--- src/hw/rtl/ggm_div.sv ---
// Restoring divider of a signed 35-bit sum by an unsigned 20-bit divisor, one bit a cycle.
module ggm_div (
  input  logic                clk,
  input  logic                rst_n,
  input  logic                start,
  input  logic signed [34:0]  dividend,
  input  logic [19:0]         divisor,
  output logic                busy,
  output logic                done,
  output logic signed [34:0]  quotient
);

  logic [5:0]  cnt_r, cnt_nxt;
  logic [34:0] q_r, q_nxt;
  logic [20:0] rem_r, rem_nxt;
  logic        neg_r, neg_nxt;
  logic        busy_r, busy_nxt;
  logic        done_r, done_nxt;
  logic [19:0] dv_r, dv_nxt;
  logic [20:0] trial;

  // Shift one dividend bit into the partial remainder per cycle.
  always_comb begin
    cnt_nxt = cnt_r;
    q_nxt = q_r;
    rem_nxt = rem_r;
    neg_nxt = neg_r;
    busy_nxt = busy_r;
    done_nxt = 1'b0;
    dv_nxt = dv_r;
    trial = {rem_r[19:0], q_r[34]};
    if (start) begin
      neg_nxt = dividend[34];
      q_nxt = dividend[34] ? 35'(-dividend) : 35'(dividend);
      rem_nxt = '0;
      cnt_nxt = 6'd35;
      busy_nxt = 1'b1;
      dv_nxt = divisor;
    end else if (busy_r) begin
      if (trial >= {1'b0, dv_r}) begin
        rem_nxt = trial - {1'b0, dv_r};
        q_nxt = {q_r[33:0], 1'b1};
      end else begin
        rem_nxt = trial;
        q_nxt = {q_r[33:0], 1'b0};
      end
      cnt_nxt = cnt_r - 6'd1;
      if (cnt_r == 6'd1) begin
        busy_nxt = 1'b0;
        done_nxt = 1'b1;
      end
    end
  end

  always_ff @(posedge clk) begin
    if (!rst_n) begin
      busy_r <= 1'b0;
      done_r <= 1'b0;
      cnt_r <= '0;
    end else begin
      busy_r <= busy_nxt;
      done_r <= done_nxt;
      cnt_r <= cnt_nxt;
    end
    q_r <= q_nxt;
    rem_r <= rem_nxt;
    neg_r <= neg_nxt;
    dv_r <= dv_nxt;
  end

  assign busy = busy_r;
  assign done = done_r;
  assign quotient = neg_r ? -$signed(q_r) : $signed(q_r);

endmodule

--- config.mk ---
export PLATFORM = sky130hd
export DESIGN_NAME = ggm_div
export DESIGN_NICKNAME = d
export VERILOG_FILES = /design/src/hw/rtl/ggm_div.sv
export SDC_FILE = /design/constraint.sdc
export NUM_CORES = 1
export LEC_CHECK = 0
export BUFFER_PORTS_ARGS = -buffer_cell sky130_fd_sc_hd__buf_2
export CAP_MARGIN = 20
export CORE_ASPECT_RATIO = 0.5
export CORE_MARGIN = 4
export CORE_UTILIZATION = 40
export CTS_CLUSTER_DIAMETER = 200
export DETAILED_ROUTE_END_ITERATION = 10
export GPL_TIMING_DRIVEN = 0
export MAX_ROUTING_LAYER = met4
export PLACE_DENSITY = 0.69
export SYNTH_ARGS = -nofsm -noshare
export SYNTH_HDL_FRONTEND = slang
export SYNTH_SLANG_ARGS = --single-unit
--- constraint.sdc ---
create_clock -name clk -period 3.3 [get_ports clk]
set_input_delay 0.165 -clock clk [delete_from_list [all_inputs] [get_ports clk]]
set_output_delay 0.165 -clock clk [all_outputs]
set_load 0.05 [all_outputs]
==> metrics.md, run 1 <==
| Metric | Value |
|---|---|
| Commonest non-fill, non-tap cells in the layout | `92 x buf_2, 62 x nor2_1, 56 x edfxtp_1, 50 x nand2_1` |
| Inserted Clock Buffers | `9` |
| Layout cell share with drive strength beyond 1 | `18.5%` |
| Vias in the first global route | `5040` |
| Layout Utilization | `51.1%` |
| Worst slew pin tran | `between 0.9 and 1 ns` |
| Synth area leader | `edfxtp_1` |
| Clock-pin slew on the worst setup and hold paths | `~0.06 ns` |
| Core ar. | `13900 um^2` |
| Net load switching power | `1.14 mW` |
| CTS H-Tree Depth | `3` |
| Comb pwr share | `29.4%` |
| Post-route DRC | `0` |
| Max_slew headroom | `roughly two fifths` |
| Register area share after synthesis | `38.7%` |
| Antenna violations before repair | `0` |
| Startpoint Class | `flop` |
| Sequential share of power | `39.9%` |
| Flip-flop and latch area | `approximately 2200 um^2` |
| Clk root buf | `clkbuf_16` |
| Die area | `16600 um^2` |
| Via Count | `5210` |
| Top cell type's share of synthesized area | `29.0%` |
| Setup WS pre-CTS | `0.222 ns` |
| Worst Hold Slack | `roughly 0.0083 ns` |
| Initial Utilization | `41.8%` |
| Asr flop ratio synth | `0%` |
| Number of synthesized flops with an enable pin | `between 50 and 60` |
| CTS Sinks | `84` |
| Largest net degree at the start of global routing | `25` |
| I/O Buffers | `94` |
| Netlist Area Pre-Place | `5800 um^2` |
| Top post-synthesis cells by area | `edfxtp_1 29%, dfxtp_1 9.7%, xnor2_1 7.3%` |
| F_max | `307 MHz` |
| Nets | `852` |
| CP Capture Type | `primary output` |
| CP max-delay cell | `or4_4` |
| Worst Setup Path Type | `flop to primary output` |
| Global placement routability congestion | `a little under 0.9` |
| Area Growth Syn to Fin | `22.2%` |
| Synth unique cells | `65` |
| Internal power | `2.14 mW` |
| Clock share of power | `30.7%` |
| Post-Syn Nets | `724` |
| Tcrit/Tclk final | `98.7%` |
| Fillcell total | `1361` |
| 1st-iter DRT viols | `approximately 440` |
| Hold Vio Cnt, Final | `0` |
| RSZ-0062 raised after global routing | `true` |
| Max Cap Violations | `0` |
| First-pass GRT wire length | `between 20 and 25 mm` |
| Most common library cell in the layout ignoring fill and taps | `buf_2` |
| # diodes | `0` |
| Cells after synthesis | `641` |
| Top delay family on crit path | `simple AND/OR/NAND/NOR gates` |
| CP max stage delay | `0.59 ns` |
| Die height | `93.1 um` |
| Most used flip-flop cell after synthesis | `edfxtp_1` |
| CTS tree | `done` |
| Sw Share | `roughly a third` |
| Clk Latency, worst-skew pair | `roughly 0.34 ns` |
| Clk_skew | `a little under 0.007 ns` |
| WP data required | `3.13 ns` |
| HP Class | `primary input to flop` |
| Count of pins over their slew limit | `0` |
| Post-DR vias/cell | `5.39` |
| Gr usage total | `around a fifth` |
| Ports | `95` |
| Crit path DAT | `3.09 ns` |
| Post-route setup slack | `0.0422 ns` |
| Post-DP HPWL | `11.3 mm` |
| CP max FO | `6` |
| Power Density | `roughly 460 nW/um^2` |
| Routed len/inst | `15.8 um` |
| Antenna-violating nets left | `0` |
| Clock Path Buffers | `2` |
| P_leak | `2.83 nW` |
| Cell row count | `30` |
| Flops & latches, synth | `84` |
| Grt total ovfl | `0` |
| CP Buf/Inv Count | `2` |
| WL final | `15.2 mm` |
| Status | `finished clean` |
| Post-route minimum period | `3.26 ns` |
| # setup viols final | `0` |
| Critical Path, Cell by Cell | `or4_4, nor4_4, buf_4, nand3_2, or3_1, o21ai_0, xnor2_1, clkbuf_4` |
| TritonRoute pass-1 iters | `5` |
| Peak VDD IR | `0.189 mV` |
| Multi-input logic area | `3360 um^2` |
| Warnings, synthesis | `0` |
| Avg Cell Area, Syn | `~9.0 um^2` |
| Die Width | `178 um` |
| Total power | `~3.3 mW` |
==> logic make-up (layout without fill, tap and decap cells) <==
group,after synthesis,in the layout,synth area share (%)
buffers and inverters,63,196,4.23
and+or+nand+nor,195,195,16.5
AOI/OAI and AO/OA,181,181,20.7
muxes,11,11,1.90
adders and majority gates,25,25,5.53
DFF,84,84,38.7
xor gates and xnor gates,82,82,12.4
==> what timing repair did <==
action,in CTS,in global routing
endpoints found under the setup margin,3,9
hold buffers,16,1
buffers inserted,0,5
gates resized for setup,4,13
pin swaps,0,3
endpoints found under the hold margin,16,1
==> registers in the layout, summed over array words and instances, names as in the netlist <==
signal	cells
rem_r	20
q_r	35
cnt_r	6
busy	1
dv_r	20
done	1
neg_r	1
==> metal layers <==
layer  up-vias  GRT usage [%]  wire length [um]
met5         -              -                 0
met4         0           4.59               160
met3        17           3.31              1000
met2       159           30.9              7090
met1      2451           24.5              6990
li1       2583              -                 -
==> final cells by class <==
type,instances,area share [%]
Buffer,27,1.55
Clock inverter,1,0.0707
Multi-Input combinational cell,494,47.4
Sequential cell,84,31.7
Timing Repair Buffer,117,9.96
Clock buffer,15,4.08
Tap cell,192,3.39
Inverter,36,1.91
==> stage by stage <==
step                      setup TNS (ns)  instance area (um^2)  std cells
final                                  0                  7080        966
after global routing              -0.153                  7080        966
after CTS                              0                  7000        960
after detailed placement               0                  6520        928
after global placement                 0                  6510        927
after floorplan                        0                  5800        641
==> path summary, 6_finish.rpt <==
path | startpoint | end | slack [ns] | cells after the start
worst max-delay path | q_r[10] | quotient[30] | 0.04 | 8
worst min-delay path | divisor[19] | dv_r[19] | 0.008 | 1
worst max register to register | rem_r[9] | rem_r[15] | 0.24 | 10
worst min register to register | rem_r[10] | rem_r[10] | 0.50 | 2
==> synth_stat cells (all sizes together), types with 11 or more instances <==
library cell,n
nand3,15
mux2i,11
o31ai,21
nand2,50
dfxtp,28
clkbuf,20
inv,36
a21oi,48
or4,11
or3,15
edfxtp,56
xnor2,48
nor2,64
ha,24
xor2,34
o21ai,45
==> power by group through the flow <==
stage                     Sequential [mW]  Clock (mW)  Combinational, mW
final                                1.31        1.00              0.965
after global routing                 1.32        1.06               1.04
after CTS                            1.31        1.02              0.957
after detailed placement             1.33           0              0.938
after global placement               1.32           0              0.922
after floorplan                      1.31           0              0.700
Power figures use the tool's default switching activity.
==> run 2: changes to the inputs <==
Settings changed: CORE_UTILIZATION 40 to 58, PLACE_DENSITY 0.69 to 0.91.
==> run 2 against run 1 <==
Effect of this change: wire length grew 4.1%; final cell count shrank 6.3%; clock skew grew 0.0061 ns; global-route usage grew 9.1 points; utilization grew 22 points; final area shrank 1.5%; combinational power grew 2.5%; critical path type unchanged; critical endpoint unchanged.
==> metrics.md, run 2 (synthesis results as in run 1) <==
| Metric | Value |
|---|---|
| Status | `finished clean` |
| Layout cell share with drive strength beyond 1 | `17.5% (-0.94 points)` |
| CTS H-Tree Depth | `3 (unchanged)` |
| Grt total ovfl | `0 (unchanged)` |
| CTS tree | `done` |
| Startpoint Class | `flop` |
| Peak VDD IR | `0.293 mV (+55%)` |
| Hold Vio Cnt, Final | `0 (unchanged)` |
| Setup WS pre-CTS | `0.283 ns (+0.0618 ns)` |
| Clk root buf | `clkbuf_16` |
| Clock Path Buffers | `2 (unchanged)` |
| Post-route minimum period | `3.25 ns (-0.00423 ns)` |
| Initial Utilization | `60.4% (+19 points)` |
| Max_slew headroom | `47.8% (+8.9 points)` |
| Max Cap Violations | `0 (unchanged)` |
| Power Density | `481 nW/um^2 (+4.0%)` |
| Cell area after layout | `6980 um^2 (-1.5%)` |
| Sequential share of power | `38.9% (-1.0 points)` |
| Max reg flops | `35 (unchanged)` |
| Post-DP HPWL | `11.2 mm (-0.48%)` |
| Largest Register | `q_r` |
| CP max FO | `6 (unchanged)` |
| Clock share of power | `31.7% (+1.0 points)` |
| P_leak | `2.82 nW (-0.40%)` |
| HP Class | `primary input to flop` |
| Die Width | `149 um (-16%)` |
| TritonRoute pass-1 iters | `6 (+1)` |
| Vias in the first global route | `5300 (+5.2%)` |
| Core ar. | `9600 um^2 (-31%)` |
| Routed len/inst | `17.5 um (+11%)` |
| Area Growth Syn to Fin | `20.4%` |
| Crit path DAT | `3.09 ns (about the same)` |
| Global placement routability congestion | `0.926 (+4.7%)` |
| F_max | `307 MHz (+0.13%)` |
| Gr usage total | `27.9% (+9.1 points)` |
| Ports | `95 (unchanged)` |
| Internal power | `2.16 mW (+0.86%)` |
| Inserted Clock Buffers | `9 (unchanged)` |
| Post-place instance area | `6460 um^2 (-0.90%)` |
| CTS Sinks | `84 (unchanged)` |
| Via Count | `5565 (+6.8%)` |
| Count of pins over their slew limit | `0 (unchanged)` |
| Largest net degree at the start of global routing | `25 (unchanged)` |
| Sw Share | `35.7% (+1.0 points)` |
| Biggest regs | `q_r: 35 flops, dv_r: 20 flops, rem_r: 20 flops` |
| RSZ-0062 raised after global routing | `true` |
| # setup viols final | `0 (unchanged)` |
| Post-DR vias/cell | `6.15 (+14%)` |
| Antenna violations before repair | `0 (unchanged)` |
| Die height | `78.7 um (-15%)` |
| Tcrit/Tclk final | `98.6% (-0.13 points)` |
| Net load switching power | `1.20 mW (+5.6%)` |
| Die area | `11800 um^2 (-29%)` |
| Clock-pin slew on the worst setup and hold paths | `0.06 ns (about the same)` |
| Most common library cell in the layout ignoring fill and taps | `buf_2` |
| Comb pwr share | `29.5% (about the same)` |
| WP data required | `3.13 ns (about the same)` |
| Commonest non-fill, non-tap cells in the layout | `92 x buf_2, 64 x nor2_1, 56 x edfxtp_1, 50 x nand2_1` |
| Post-route DRC | `0 (unchanged)` |
| Post-route setup slack | `0.0464 ns (+0.00423 ns)` |
| First-pass GRT wire length | `25.4 mm (+3.6%)` |
| Total power | `3.36 mW (+2.5%)` |
| Worst slew pin tran | `0.780 ns (-0.136 ns)` |
| Layout Utilization | `72.7% (+22 points)` |
| # diodes | `0 (unchanged)` |
| Antenna-violating nets left | `0 (unchanged)` |
| Clk Latency, worst-skew pair | `0.35 ns (about the same)` |
| I/O Buffers | `94 (unchanged)` |
| Nets | `848 (-0.47%)` |
| Worst Setup Path Type | `flop to primary output` |
| CP Capture Type | `primary output` |
| Cell row count | `25 (-17%)` |
| Clk_skew | `0.0129 ns (+0.00605 ns)` |
| WL final | `15.9 mm (+4.1%)` |
| 1st-iter DRT viols | `574 (+29%)` |
[run 2: cell types whose count changed in the layout (fill, tap and decap cells not counted), moves of 2 or more]
cell and delta:
buf_4 -7, nor2_1 +2, o31ai_1 +2, clkbuf_4 +2
inv_6 +3, o31ai_2 -2, clkbuf_1 -3
[run 2: worst max-delay path, stage by stage, from the launching register on]
cell and delay (ns):
edfxtp_1 0.45, or3_1 0.40, or3_1 0.37, nor2_1 0.25, nand3_1 0.23, or3_1 0.41, o21ai_0 0.24, xnor2_1 0.14
clkbuf_4 0.25
[run 2: final timing paths]
kind	from	end	slack, ns	cells after the start
worst max register to register	dv_r[10]	rem_r[2]	0.12	12
worst max-delay path	q_r[5]	quotient[30]	0.05	8
worst min register to register	rem_r[7]	rem_r[7]	0.48	2
worst min-delay path	divisor[10]	dv_r[10]	0.004	1
[run 2: power by group through the flow]
stage          Combinational (mW)  Clock, mW  Sequential, mW
6_report                    0.989       1.06            1.31
5_1_grt                      1.06       1.12            1.32
4_1_cts                     0.973       1.07            1.30
3_5_place_dp                0.946          0            1.32
3_3_place_gp                0.917          0            1.32
2_1_floorplan               0.700          0            1.31
[run 2: cell type report]
type                       count  area [um^2]
clock inverter                 6         67.6
timing repair buffer         113          691
multi-input combinational    494         3330
sequential                    84         2240
inverter                      36          135
fill                         707         2620
buffer                        27          110
tap                          135          169
clock buffer                  10          239
[run 2: repair_timing]
action	in CTS	in global routing
hold buffers	18	0
endpoints found under the hold margin	18	0
setup buffers	0	0
endpoints found under the setup margin	0	6
resized for setup	0	8
[run 2: metal layers]
metal	global-route usage (%)	vias up	part of all wire (%)
met2	45.9	295	47
met4	12.0	0	3.8
met3	5.82	72	8.6
met1	33.6	2606	41
li1	-	2592	-
met5	-	-	0
[run 2: metrics by stage]
step                      setup TNS [ns]  std cells  hold WS, ns
after floorplan                        0        641        0.264
after global placement                 0        870        0.341
after detailed placement               0        871        0.343
after CTS                              0        905      0.00191
after global routing              -0.378        905      0.00269
final                                  0        905      0.00424
==> run 3: changes to the inputs <==
Settings changed: CORE_UTILIZATION 58 to 25, PLACE_DENSITY 0.91 to 0.51.
Clock period 3.3 ns to 3 ns, I/O delays scaled along.
==> run 3 against run 2 <==
Effect of this change: count of clock-buffer cells in the layout grew 3; critical path depth unchanged; worst setup slack improved by 0.028 ns; highest routed layer unchanged.
==> metrics.md, run 3 (synthesis results as in run 1) <==
| Metric | Value |
|---|---|
| Area Growth Syn to Fin | `29.6%` |
| Global placement routability congestion | `0.863 (-6.8%)` |
| Worst Setup Path Type | `flop to primary output` |
| Via Count | `5344 (-4.0%)` |
| Inserted Clock Buffers | `9 (unchanged)` |
| Post-DP HPWL | `12.7 mm (+14%)` |
| Most used cell, CP | `or3_4` |
| Die Width | `223 um (+50%)` |
| Nets | `867 (+2.2%)` |
| Peak VDD IR | `0.282 mV (-3.7%)` |
| 1st-iter DRT viols | `253 (-56%)` |
| Largest net degree at the start of global routing | `36 (+44%)` |
| TritonRoute pass-1 iters | `5 (-1)` |
| Core ar. | `22800 um^2 (+140%)` |
| Post-place instance area | `6650 um^2 (+2.9%)` |
| CTS H-Tree Depth | `3 (unchanged)` |
| CP Capture Type | `primary output` |
| Biggest regs | `q_r: 35 flops, dv_r: 20 flops, rem_r: 20 flops` |
| Ports | `95 (unchanged)` |
| Most common library cell in the layout ignoring fill and taps | `buf_2` |
| Critical Path, Cell by Cell | `or3_4, or3_4, nor2_4, nand3_4, or3_4, o31ai_4, xnor2_1, buf_4` |
| Status | `finished clean` |
| Die area | `25800 um^2 (+120%)` |
| Cell total after placement | `1042 (+20%)` |
| Post-route DRC | `0 (unchanged)` |
| Startpoint Class | `flop` |
| Max reg flops | `35 (unchanged)` |
| Vias in the first global route | `5043 (-4.8%)` |
| Clk_skew | `0.0106 ns (-0.00221 ns)` |
| Tcrit/Tclk final | `between 90 and 100%` |
| Post-route setup slack | `0.0740 ns (+0.0276 ns)` |
| Finished Layout Cells | `1096 (+21%)` |
| F_max | `342 MHz` |
| Power Density | `509 nW/um^2 (+5.8%)` |
| CTS Sinks | `84 (unchanged)` |
| Layout cell share with drive strength beyond 1 | `21.7% (+4.1 points)` |
| Top Layer Used | `met4` |
| Worst slew pin tran | `0.819 ns (+0.0393 ns)` |
| Layout Utilization | `33.0% (-40 points)` |
| Setup WS pre-CTS | `-0.157 ns (-0.440 ns)` |
| Die height | `116 um (+47%)` |
| Met2 WL | `8.24 mm (+11%)` |
| Worst Hold Slack | `0.0860 ns (+0.0818 ns)` |
| Initial Utilization | `25.4% (-35 points)` |
| Post-DR vias/cell | `4.88 (-21%)` |
| Clock Path Buffers | `2 (unchanged)` |
| Count of pins over their slew limit | `0 (unchanged)` |
| HP Class | `primary input to flop` |
| CTS tree | `done` |
| P_leak | `2.94 nW (+4.5%)` |
| Cell row count | `39 (+56%)` |
| Hold Vio Cnt, Final | `0 (unchanged)` |
| # setup viols final | `0 (unchanged)` |
| Clk Latency, worst-skew pair | `0.34 ns (about the same)` |
| Post-route minimum period | `2.93 ns` |
| CP max stage delay | `0.41 ns (-0.04 ns)` |
| Wl on met1 | `8.11 mm (+25%)` |
| CP max-delay cell | `edfxtp_1` |
| Crit path DAT | `2.78 ns (-0.31 ns)` |
| Cell area after layout | `7510 um^2 (+7.7%)` |
| Commonest non-fill, non-tap cells in the layout | `88 x buf_2, 62 x nor2_1, 56 x edfxtp_1, 50 x nand2_1, 48 x a21oi_1` |
| Met3 wire length | `722 um (-47%)` |
| WL final | `17.4 mm (+9.8%)` |
| Routed len/inst | `15.9 um (-9.3%)` |
| Clk root buf | `clkbuf_16` |
| RSZ-0062 raised after global routing | `true` |
| Max Cap Violations | `0 (unchanged)` |
| Largest Register | `q_r` |
| Gr usage total | `13.4% (-14 points)` |
| I/O Buffers | `94 (unchanged)` |
| Grt total ovfl | `0 (unchanged)` |
| # diodes | `0 (unchanged)` |
| Clock-pin slew on the worst setup and hold paths | `0.06 ns (about the same)` |
| First-pass GRT wire length | `26.9 mm (+6.0%)` |
| Antenna violations before repair | `0 (unchanged)` |
| Max_slew headroom | `45.2% (-2.6 points)` |
| CP max FO | `4 (-2)` |
| Antenna-violating nets left | `0 (unchanged)` |
| WP data required | `2.85 ns (-0.28 ns)` |
-- run 3: final cells by class --
cell class                 instances  area (um^2)
fill                            2356        15300
multi-input combinational        494         3470
sequential                        84         2240
timing repair buffer             133          835
tap                              307          384
clock buffer                      13          262
inverter                          36          135
buffer                            26          118
clock inverter                     3         68.8
-- run 3: final timing paths --
check	startpoint	end	slack [ns]	cells past startpoint
worst max-delay path	q_r[5]	quotient[31]	0.07	8
worst min-delay path	rst_n	cnt_r[5]	0.09	2
worst max register to register	dv_r[8]	rem_r[15]	0.14	11
worst min register to register	rem_r[14]	rem_r[14]	0.49	2
-- run 3: routing by layer --
metal	up-vias	GRT usage (%)
met2	133	21.8
met4	0	3.98
met3	20	2.38
li1	2630	-
met5	-	-
met1	2561	17.3
-- run 3: critical path: cells and delay by family (launching register included) --
kind	cells	cell delay [ns]
XOR/XNOR	1	0.14
flip-flops	1	0.41
buffers and inverters	1	0.22
AO/OA/AOI/OAI	1	0.20
AND/OR/NAND/NOR	5	1.46
-- run 3: through the flow --
stage	power [mW]	TNS, ns
floorplan	2.21	0
global placement	2.50	-0.720
detailed placement	2.51	-1.13
CTS	3.84	-0.0442
global route	4.01	-0.0332
finish	3.83	0
-- run 3: where the power goes --
| group | total, mW | internal, mW | switching [mW] |
|---|---|---|---|
| Clock | 1.26 | 0.784 | 0.473 |
| Combinational | 1.14 | 0.383 | 0.755 |
| Sequential | 1.43 | 1.35 | 0.0821 |
-- run 3: timing repair --
action | in CTS | in global routing
cloned | 0 | 0
endpoints found under the hold margin | 19 | 1
gates resized for setup | 33 | 17
pin swaps | 6 | 6
setup buffers | 13 | 6
endpoints found under the setup margin | 25 | 25
hold buffers | 19 | 1
